File: src/rtl/sld_pkg.sv
// Package of shared types and constants for the sync, length and XOR deframer.
`default_nettype none

package sld_pkg;

	// Width of one link byte.
	localparam int BYTE_W = 8;

	// Default largest frame length and the reset value of the sync byte.
	localparam int MAX_LENGTH_DEF = 16;
	localparam logic [BYTE_W-1:0] SYNC_RESET = 8'h80;

	// One completed frame waiting in a store bank.
	typedef struct packed {
		logic              bank;
		logic [BYTE_W-1:0] last_idx;
	} cmd_t;

	// Sequencer states of the frame drain.
	typedef enum logic [1:0] {
		BK_IDLE,
		BK_FETCH,
		BK_SHOW
	} back_state_t;

endpackage

`default_nettype wire

File: src/rtl/sld_if.sv
// Stream interfaces of the deframer: received bytes in, frame bytes out.
`default_nettype none

interface sld_rx_if;
	logic       valid;
	logic       ready;
	logic [7:0] rx_data;

	modport source (output valid, output rx_data, input ready);
	modport sink (input valid, input rx_data, output ready);
endinterface

interface sld_frame_if;
	logic       valid;
	logic       ready;
	logic [7:0] frame_data;
	logic       frame_last;

	modport source (output valid, output frame_data, output frame_last, input ready);
	modport sink (input valid, input frame_data, input frame_last, output ready);
endinterface

`default_nettype wire

File: src/rtl/sync_length_xor_deframer.sv
// Top level of the sync, length and XOR checksum byte deframer.
// The front end takes one received byte in every cycle in which it is ready; it
// hunts for the sync byte, checks the length and the XOR checksum, and writes the
// frame into one of two store banks. Ready drops only while both banks hold
// completed frames that have not yet been drained. For each frame byte the drain
// first reads the store, then requests output and holds the byte until it is
// taken, while the front end goes on receiving the next frame into the other
// bank. There is no clearing pass after reset.
`default_nettype none

module sync_length_xor_deframer #(
	parameter int MAX_LENGTH = sld_pkg::MAX_LENGTH_DEF,
	localparam int STORE_DEPTH = MAX_LENGTH + 2,
	localparam int AW = $clog2(2 * STORE_DEPTH)
) (
	input  wire logic       clk,
	input  wire logic       arst_n,
	input  wire logic       cfg_we,
	input  wire logic [7:0] cfg_wdata,
	sld_rx_if.sink          rx,
	sld_frame_if.source     frame
);

	import sld_pkg::*;

	cmd_t            push_cmd;
	cmd_t            head;
	logic            push;
	logic            pop;
	logic            full;
	logic            nonempty;
	logic            st_we;
	logic [AW-1:0]   st_waddr;
	logic [7:0]      st_wdata;
	logic            st_re;
	logic [AW-1:0]   st_raddr;
	logic [7:0]      st_rdata;

	// Sync hunt, length and checksum checks.
	sld_front #(.MAX_LENGTH(MAX_LENGTH)) u_front (
		.clk      (clk),
		.arst_n   (arst_n),
		.cfg_we   (cfg_we),
		.cfg_wdata(cfg_wdata),
		.rx       (rx),
		.q_full   (full),
		.q_push   (push),
		.q_cmd    (push_cmd),
		.st_we    (st_we),
		.st_waddr (st_waddr),
		.st_wdata (st_wdata)
	);

	// Completed frames waiting to be drained.
	sld_cmd_q u_cmd_q (
		.clk     (clk),
		.arst_n  (arst_n),
		.push    (push),
		.push_cmd(push_cmd),
		.pop     (pop),
		.full    (full),
		.nonempty(nonempty),
		.head    (head)
	);

	// Two banks of frame store.
	sld_ram #(.WIDTH(BYTE_W), .DEPTH(2 * STORE_DEPTH)) u_store (
		.clk  (clk),
		.we   (st_we),
		.waddr(st_waddr),
		.wdata(st_wdata),
		.re   (st_re),
		.raddr(st_raddr),
		.rdata(st_rdata)
	);

	// Frame drain to the output channel.
	sld_back #(.MAX_LENGTH(MAX_LENGTH)) u_back (
		.clk       (clk),
		.arst_n    (arst_n),
		.q_nonempty(nonempty),
		.q_head    (head),
		.q_pop     (pop),
		.st_re     (st_re),
		.st_raddr  (st_raddr),
		.st_rdata  (st_rdata),
		.frame     (frame)
	);

endmodule

`default_nettype wire

File: src/rtl/sld_ram.sv
// Generic simple dual-port RAM with one write port and one registered read port.
`default_nettype none

module sld_ram #(
	parameter int WIDTH = 8,
	parameter int DEPTH = 36,
	localparam int AW = $clog2(DEPTH)
) (
	input  wire logic             clk,
	input  wire logic             we,
	input  wire logic [AW-1:0]    waddr,
	input  wire logic [WIDTH-1:0] wdata,
	input  wire logic             re,
	input  wire logic [AW-1:0]    raddr,
	output logic      [WIDTH-1:0] rdata
);

	logic [WIDTH-1:0] mem_q [DEPTH];
	logic [WIDTH-1:0] rdata_q;

	// Write port and registered read port; read data holds between reads.
	always_ff @(posedge clk) begin
		if (we) begin
			mem_q[waddr] <= wdata;
		end
		if (re) begin
			rdata_q <= mem_q[raddr];
		end
	end

	assign rdata = rdata_q;

endmodule

`default_nettype wire

File: src/rtl/sld_front.sv
// Front end: sync hunt, length check, checksum and storing of frame bytes.
`default_nettype none

module sld_front #(
	parameter int MAX_LENGTH = sld_pkg::MAX_LENGTH_DEF,
	localparam int STORE_DEPTH = MAX_LENGTH + 2,
	localparam int AW = $clog2(2 * STORE_DEPTH),
	localparam int IDX_W = $clog2(STORE_DEPTH),
	localparam int LEN_W = $clog2(MAX_LENGTH + 1)
) (
	input  wire logic          clk,
	input  wire logic          arst_n,
	input  wire logic          cfg_we,
	input  wire logic [7:0]    cfg_wdata,
	sld_rx_if.sink             rx,
	input  wire logic          q_full,
	output logic               q_push,
	output sld_pkg::cmd_t      q_cmd,
	output logic               st_we,
	output logic [AW-1:0]      st_waddr,
	output logic [7:0]         st_wdata
);

	import sld_pkg::*;

	logic [BYTE_W-1:0] sync_q;
	logic              in_sync_q;
	logic [IDX_W-1:0]  held_q;
	logic [LEN_W-1:0]  len_q;
	logic [BYTE_W-1:0] xor_q;
	logic              bank_q;

	logic              accept;
	logic              take;
	logic [BYTE_W-1:0] b;
	logic [IDX_W-1:0]  pos;
	logic [IDX_W-1:0]  lim;
	logic              len_bad;
	logic              is_check;

	// A byte is taken only while a store bank is free.
	assign rx.ready = !q_full;
	assign accept   = rx.valid && rx.ready;
	assign b        = rx.rx_data;

	// A matching byte while hunting starts a frame at position zero.
	assign take     = accept && (in_sync_q || (b == sync_q));
	assign pos      = in_sync_q ? held_q : '0;
	assign lim      = IDX_W'(len_q) + IDX_W'(1);
	assign len_bad  = (b == '0) || (b > BYTE_W'(MAX_LENGTH));
	assign is_check = (pos >= IDX_W'(2)) && (pos >= lim);

	// Store write: every byte of a frame goes to its place in the current bank.
	assign st_we    = take;
	assign st_waddr = bank_q ? (AW'(pos) + AW'(STORE_DEPTH)) : AW'(pos);
	assign st_wdata = b;

	// A good checksum hands the bank over to the drain.
	assign q_push        = take && is_check && (b == xor_q);
	assign q_cmd.bank     = bank_q;
	assign q_cmd.last_idx = BYTE_W'(lim);

	// Sync byte register.
	always_ff @(posedge clk or negedge arst_n) begin
		if (!arst_n) begin
			sync_q <= SYNC_RESET;
		end else if (cfg_we) begin
			sync_q <= cfg_wdata;
		end
	end

	// Frame tracking state.
	always_ff @(posedge clk or negedge arst_n) begin
		if (!arst_n) begin
			in_sync_q <= 1'b0;
			held_q    <= '0;
			len_q     <= '0;
			xor_q     <= '0;
			bank_q    <= 1'b0;
		end else if (take) begin
			if (pos == '0) begin
				in_sync_q <= 1'b1;
				held_q    <= IDX_W'(1);
				xor_q     <= b;
			end else if (pos == IDX_W'(1)) begin
				if (len_bad) begin
					in_sync_q <= 1'b0;
					held_q    <= '0;
					len_q     <= '0;
					xor_q     <= '0;
				end else begin
					held_q <= IDX_W'(2);
					len_q  <= LEN_W'(b);
					xor_q  <= xor_q ^ b;
				end
			end else if (!is_check) begin
				held_q <= held_q + IDX_W'(1);
				xor_q  <= xor_q ^ b;
			end else begin
				// Checksum byte: keep sync only on a match.
				in_sync_q <= (b == xor_q);
				held_q    <= '0;
				len_q     <= '0;
				xor_q     <= '0;
				if (b == xor_q) begin
					bank_q <= !bank_q;
				end
			end
		end
	end

	// A completed frame never goes to a full queue.
	a_push_not_full: assert property (@(posedge clk) disable iff (!arst_n)
		q_push |-> !q_full)
		else $error("frame completed with both banks busy");

	// Each completed frame moves writing to the other bank.
	a_bank_flip: assert property (@(posedge clk) disable iff (!arst_n)
		q_push |=> (bank_q != $past(bank_q)))
		else $error("bank not switched after a completed frame");

	// While hunting no frame bytes are counted.
	a_hunt_empty: assert property (@(posedge clk) disable iff (!arst_n)
		!in_sync_q |-> (held_q == '0) && (xor_q == '0))
		else $error("frame state left over while hunting");

endmodule

`default_nettype wire

File: src/rtl/sld_cmd_q.sv
// Two-entry queue of completed frames between the front end and the drain.
`default_nettype none

module sld_cmd_q (
	input  wire logic           clk,
	input  wire logic           arst_n,
	input  wire logic           push,
	input  wire sld_pkg::cmd_t  push_cmd,
	input  wire logic           pop,
	output logic                full,
	output logic                nonempty,
	output sld_pkg::cmd_t       head
);

	import sld_pkg::*;

	cmd_t       entry_q [2];
	logic       wr_ptr_q;
	logic       rd_ptr_q;
	logic [1:0] count_q;

	assign full     = (count_q == 2'd2);
	assign nonempty = (count_q != 2'd0);
	assign head     = entry_q[rd_ptr_q];

	// Entry storage.
	always_ff @(posedge clk) begin
		if (push) begin
			entry_q[wr_ptr_q] <= push_cmd;
		end
	end

	// Pointers and fill count.
	always_ff @(posedge clk or negedge arst_n) begin
		if (!arst_n) begin
			wr_ptr_q <= 1'b0;
			rd_ptr_q <= 1'b0;
			count_q  <= 2'd0;
		end else begin
			if (push) begin
				wr_ptr_q <= !wr_ptr_q;
			end
			if (pop) begin
				rd_ptr_q <= !rd_ptr_q;
			end
			count_q <= count_q + {1'b0, push} - {1'b0, pop};
		end
	end

	a_no_overflow: assert property (@(posedge clk) disable iff (!arst_n)
		push |-> !full)
		else $error("push into a full frame queue");

	a_no_underflow: assert property (@(posedge clk) disable iff (!arst_n)
		pop |-> nonempty)
		else $error("pop from an empty frame queue");

	a_count_range: assert property (@(posedge clk) disable iff (!arst_n)
		(count_q != 2'd3) && ((wr_ptr_q != rd_ptr_q) == (count_q == 2'd1)))
		else $error("frame queue pointers and count disagree");

endmodule

`default_nettype wire

File: src/rtl/sld_back.sv
// Drain: reads a completed frame out of its store bank one byte at a time.
`default_nettype none

module sld_back #(
	parameter int MAX_LENGTH = sld_pkg::MAX_LENGTH_DEF,
	localparam int STORE_DEPTH = MAX_LENGTH + 2,
	localparam int AW = $clog2(2 * STORE_DEPTH),
	localparam int IDX_W = $clog2(STORE_DEPTH)
) (
	input  wire logic          clk,
	input  wire logic          arst_n,
	input  wire logic          q_nonempty,
	input  wire sld_pkg::cmd_t q_head,
	output logic               q_pop,
	output logic               st_re,
	output logic [AW-1:0]      st_raddr,
	input  wire logic [7:0]    st_rdata,
	sld_frame_if.source        frame
);

	import sld_pkg::*;

	back_state_t      state_q;
	back_state_t      state_d;
	logic [IDX_W-1:0] idx_q;
	logic             is_last;
	logic             done;

	assign is_last  = (idx_q == IDX_W'(q_head.last_idx));
	assign done     = (state_q == BK_SHOW) && frame.ready && is_last;
	assign st_raddr = q_head.bank ? (AW'(idx_q) + AW'(STORE_DEPTH)) : AW'(idx_q);

	// Next state.
	always_comb begin
		state_d = state_q;
		case (state_q)
			BK_IDLE: begin
				if (q_nonempty) begin
					state_d = BK_FETCH;
				end
			end
			BK_FETCH: begin
				state_d = BK_SHOW;
			end
			BK_SHOW: begin
				if (frame.ready) begin
					state_d = is_last ? BK_IDLE : BK_FETCH;
				end
			end
			default: begin
				state_d = BK_IDLE;
			end
		endcase
	end

	// Outputs of the sequencer.
	always_comb begin
		st_re            = 1'b0;
		frame.valid      = 1'b0;
		q_pop            = 1'b0;
		case (state_q)
			BK_FETCH: begin
				st_re = 1'b1;
			end
			BK_SHOW: begin
				frame.valid = 1'b1;
				q_pop       = frame.ready && is_last;
			end
			default: begin
				st_re = 1'b0;
			end
		endcase
	end

	assign frame.frame_data = st_rdata;
	assign frame.frame_last = is_last;

	// State and byte index.
	always_ff @(posedge clk or negedge arst_n) begin
		if (!arst_n) begin
			state_q <= BK_IDLE;
			idx_q   <= '0;
		end else begin
			state_q <= state_d;
			if (state_q == BK_IDLE) begin
				idx_q <= '0;
			end else if ((state_q == BK_SHOW) && frame.ready) begin
				idx_q <= is_last ? '0 : (idx_q + IDX_W'(1));
			end
		end
	end

	a_pop_on_last: assert property (@(posedge clk) disable iff (!arst_n)
		q_pop |-> (frame.valid && frame.ready && frame.frame_last))
		else $error("frame released before its last byte was taken");

	a_idle_after_last: assert property (@(posedge clk) disable iff (!arst_n)
		done |=> (state_q == BK_IDLE) && (idx_q == '0))
		else $error("drain did not return to idle after the last byte");

	// A shown byte was read just before, or is still waiting to be taken.
	a_read_before_show: assert property (@(posedge clk) disable iff (!arst_n)
		(state_q == BK_SHOW) |-> ($past(st_re) || $past(state_q == BK_SHOW)))
		else $error("byte shown without a store read");

endmodule

`default_nettype wire
File: src/flat_wrapper.sv
// flat-port wrapper written by rule: the top's interface ports become plain ports
module sync_length_xor_deframer_flat import sld_pkg::*;
#(
	parameter int MAX_LENGTH = sld_pkg::MAX_LENGTH_DEF,
	localparam int STORE_DEPTH = MAX_LENGTH + 2,
	localparam int AW = $clog2(2 * STORE_DEPTH)
)
  (clk, arst_n, cfg_we, cfg_wdata, rx_valid, rx_rx_data, rx_ready, frame_valid, frame_frame_data, frame_frame_last, frame_ready);
  sld_rx_if rx_i ();
  sld_frame_if frame_i ();
  input  wire logic clk;
  input  wire logic arst_n;
  input  wire logic cfg_we;
  input  wire logic [7:0] cfg_wdata;
  input wire logic [$bits(rx_i.valid)-1:0] rx_valid;
  input wire logic [$bits(rx_i.rx_data)-1:0] rx_rx_data;
  output wire logic [$bits(rx_i.ready)-1:0] rx_ready;
  output wire logic [$bits(frame_i.valid)-1:0] frame_valid;
  output wire logic [$bits(frame_i.frame_data)-1:0] frame_frame_data;
  output wire logic [$bits(frame_i.frame_last)-1:0] frame_frame_last;
  input wire logic [$bits(frame_i.ready)-1:0] frame_ready;
  assign rx_i.valid = rx_valid;
  assign rx_i.rx_data = rx_rx_data;
  assign rx_ready = rx_i.ready;
  assign frame_valid = frame_i.valid;
  assign frame_frame_data = frame_i.frame_data;
  assign frame_frame_last = frame_i.frame_last;
  assign frame_i.ready = frame_ready;
  sync_length_xor_deframer #(.MAX_LENGTH(MAX_LENGTH)) u_core (.clk(clk), .arst_n(arst_n), .cfg_we(cfg_we), .cfg_wdata(cfg_wdata), .rx(rx_i), .frame(frame_i));
endmodule
File: config.mk
export PLATFORM = sky130hd
export DESIGN_NAME = sync_length_xor_deframer_flat
export DESIGN_NICKNAME = d
export VERILOG_FILES = /design/src/rtl/sld_pkg.sv /design/src/rtl/sld_if.sv /design/src/rtl/sync_length_xor_deframer.sv /design/src/rtl/sld_ram.sv /design/src/rtl/sld_front.sv /design/src/rtl/sld_cmd_q.sv /design/src/rtl/sld_back.sv /design/src/flat_wrapper.sv
export SDC_FILE = /design/constraint.sdc
export NUM_CORES = 1
export LEC_CHECK = 0
export BUFFER_PORTS_ARGS = -buffer_cell sky130_fd_sc_hd__buf_4
export CORE_ASPECT_RATIO = 1.75
export CORE_UTILIZATION = 45
export DETAILED_ROUTE_END_ITERATION = 10
export PLACE_DENSITY_LB_ADDON = 0.25
export SLEW_MARGIN = 20
export SYNTH_ARGS = -nofsm -noshare
export SYNTH_HDL_FRONTEND = slang
export SYNTH_SLANG_ARGS = --single-unit
File: constraint.sdc
create_clock -name clk -period 2.6 [get_ports clk]
set_input_delay 0.39 -clock clk [delete_from_list [all_inputs] [get_ports clk]]
set_output_delay 0.39 -clock clk [all_outputs]
set_load 0.005 [all_outputs]
==> results.toml <==
[run_status]
outcome = "complete, but fails checks"
violations = "design-rule violations"

[logic_synthesis]
yosysTopAreaCell = "edfxtp_1"
synth_flop_cell = "edfxtp_1"
yosysUniqueCellTypes = 61
syn_nets = 948
yosys-top-cells-area = "edfxtp_1, dfrtp_1, mux4_2"
yosysWarningCount = 0
yosys.area.top_type_share_pct = 63.2
yosysSeqAreaShare_pct = 69.9
synthArstFlopShare_pct = 11.2
syn_inst = 915
synthesis.area_um2 = 14600
synth-seq-cells = 347
avgSynthCellArea_um2 = 16.0
synth-edff-count = 308

[pwr]
power.total_mw = 18.0
powerDensity_nw_per_um2 = 1020
power_leakage_nw = 6.31
ir_drop_mv = 0.767

[drt]
m1WireLength_um = 12900
antenna_left = 0
drtPass1Iterations = 8
drtIter0Drc = 676
wire_per_inst_um = 23.6
drcViolationCount = 4
wl_met3_um = 1380
via_count = 8556
top_layer = "met4"
wl_um = 35700
avgViaCountPerCell = 5.67
routed-wl-met2_um = 19200

[timing]
grt_setup_unrepaired = "yes"
fin_crit_ps = 2570
hold_viol = 0
setup_viol = 0
report.final.slew_viol_count = 0
worst_pin_slew_ps = 690
maxSlewHeadroom_pct = 53.9
max_freq_ghz = 0.389
min_period_over_period_pct = 98.8
fin_worst_skew_ps = 17.0
layout_setup_ws_ps = 30.2

[floorplanning]
rows = 87
die_w_um = 138
initial_core_util_pct = 45.5
dieArea_um2 = 33300
die_y_um = 240
coreArea_um2 = 32100
ios = 32

[critical_path]
crit_path_end_kind = "flip-flop"
cp.required_ps = 2920
worst_setup_path_start_kind = "flip-flop"
reg2reg_to = "u_core.u_store.rdata[3]"
r2r_cells = 8
critPathArrivalTime_ps = 2890
r2r_setup_slack_ps = 30
crit_fanout = 17
r2r_start = "u_core.u_cmd_q.rd_ptr_q"
crit_type = "flip-flop to flip-flop"

[cts]
cts.clk_slew.worst_paths_ps = 70
clock_path_buffers = 3
htreeDepth = 1
clkLatencyLatePin_ps = 570
cts_tree = "done"
cts_sinks = 347
numCtsBuffers = 30
cts-root-buf = "clkbuf_16"

[job]
maxCapViolCount = 0

[placed_design]
dpl_cell_area_um2 = 16200
dp_hpwl_um = 24400
numPortBuffers = 31
place.gp.congestion = 0.854
place_worst_setup_slack_ps = -196

[final_layout]
final_util_pct = 55.2
drive_gt1_share_pct = 31.3
final_common_cell = "edfxtp_1"
antenna_cells = 0
layout_common_cells = "edfxtp_1, buf_4, nor2_1, mux2i_1"
stdcell_area_um2 = 17700
final_nets = 1120
area_growth_pct = 21.1

[global_routing]
grt_pass1_vias = 8694
grt_pass1_wl_um = 52100
grt_usage_pct = 21.5
grt_overflow = 0
grt_max_degree = 42
antenna_found_initial = 0

[worst_hold_path]
hold_depth = 2
holdPathEnd = "u_core.u_front.sync_q[2]"
hold_start = "cfg_wdata[2]"
hold_class = "primary input to flip-flop"
registers in the layout, indices dropped and copies added, names as in the netlist, 5 cells and up:
name                    count
u_core.u_back.idx_q         5
u_core.u_front.len_q        5
u_core.u_front.held_q       5
u_core.u_cmd_q.entry_q     12
u_core.u_front.sync_q       8
u_core.u_front.xor_q        8
u_core.u_store.rdata        8
u_core.u_store.mem_q      288
worst max-delay path by stage:
stage | from | to
after floorplan | rx_rx_data[4] | u_core.u_store.mem_q[31][0]
after global placement | u_core.u_cmd_q.rd_ptr_q | u_core.u_store.rdata[0]
after detailed placement | u_core.u_cmd_q.rd_ptr_q | u_core.u_store.rdata[1]
after CTS | u_core.u_cmd_q.rd_ptr_q | u_core.u_store.rdata[0]
after global routing | u_core.u_cmd_q.rd_ptr_q | frame_frame_last
final | u_core.u_cmd_q.rd_ptr_q | u_core.u_store.rdata[3]
worst max-delay path, cell delays in order (launching register included):
cell and delay (ps):
dfrtp_2 410, mux2i_4 360, xnor2_4 200, buf_8 190, buf_12 170, mux2_2 360, o22ai_1 170, o21ai_2 110
a311o_1 350
Yosys cell counts, drive strengths merged (16+ instances only):
cell,count
dfrtp,38
buf,21
o21ai,41
mux2i,53
o22ai,25
mux2,26
xor2,16
nor2,56
edfxtp,308
a21oi,24
mux4,41
inv,19
nand2,43
nor3,27
clkbuf,25
xnor2,22
kinds of logic after synthesis:
family	synth area share, %
buffers and inverters	2.08
and+or+nand+nor	6.04
AOI/OAI and AO/OA	6.54
adders and majority gates	1.03
muxes	12.1
xor gates and xnor gates	2.33
DFF	69.9
through the flow:
step / setup TNS (ps) / cells / hold slack (ps)
global route: -260 / 1510 / 44.9
finish: 0 / 1510 / 55.7
detailed placement: -8330 / 1430 / 406
CTS: -56.6 / 1495 / 34.2
global placement: -6830 / 1430 / 405
floorplan: -4040 / 915 / 94.4
power breakdown:
part	total, mW	internal (mW)	leakage, nW	switching, mW
registers	6.81	6.48	3.27	0.331
logic	6.77	3.39	2.57	3.38
clock network	4.43	2.47	0.470	1.96
final cells by class:
| type | count | area (µm²) |
|---|---|---|
| clock buffer | 35 | 791 |
| timing repair buffer | 185 | 1590 |
| multi-input combinational | 504 | 4350 |
| fill | 2501 | 14400 |
| clock inverter | 20 | 178 |
| tap | 400 | 500 |
| inverter | 19 | 71.3 |
| sequential | 347 | 10200 |
routing by layer:
metal  track usage (%)  up-vias
li1                  -     3913
met1              23.3     4312
met2              40.1      242
met3              2.21       89
met4              14.4        0
met5                 0        -
repair_timing:
| item | CTS | global route |
|---|---|---|
| gates cloned | 2 | 2 |
| endpoints found under the setup margin | 8 | 61 |
| gates resized for setup | 12 | 55 |
| hold buffers | 1 | 0 |
| pin swaps | 2 | 14 |
| endpoints found under the hold margin | 38 | 0 |
| setup buffers | 7 | 13 |
Power figures use the tool's default switching activity.
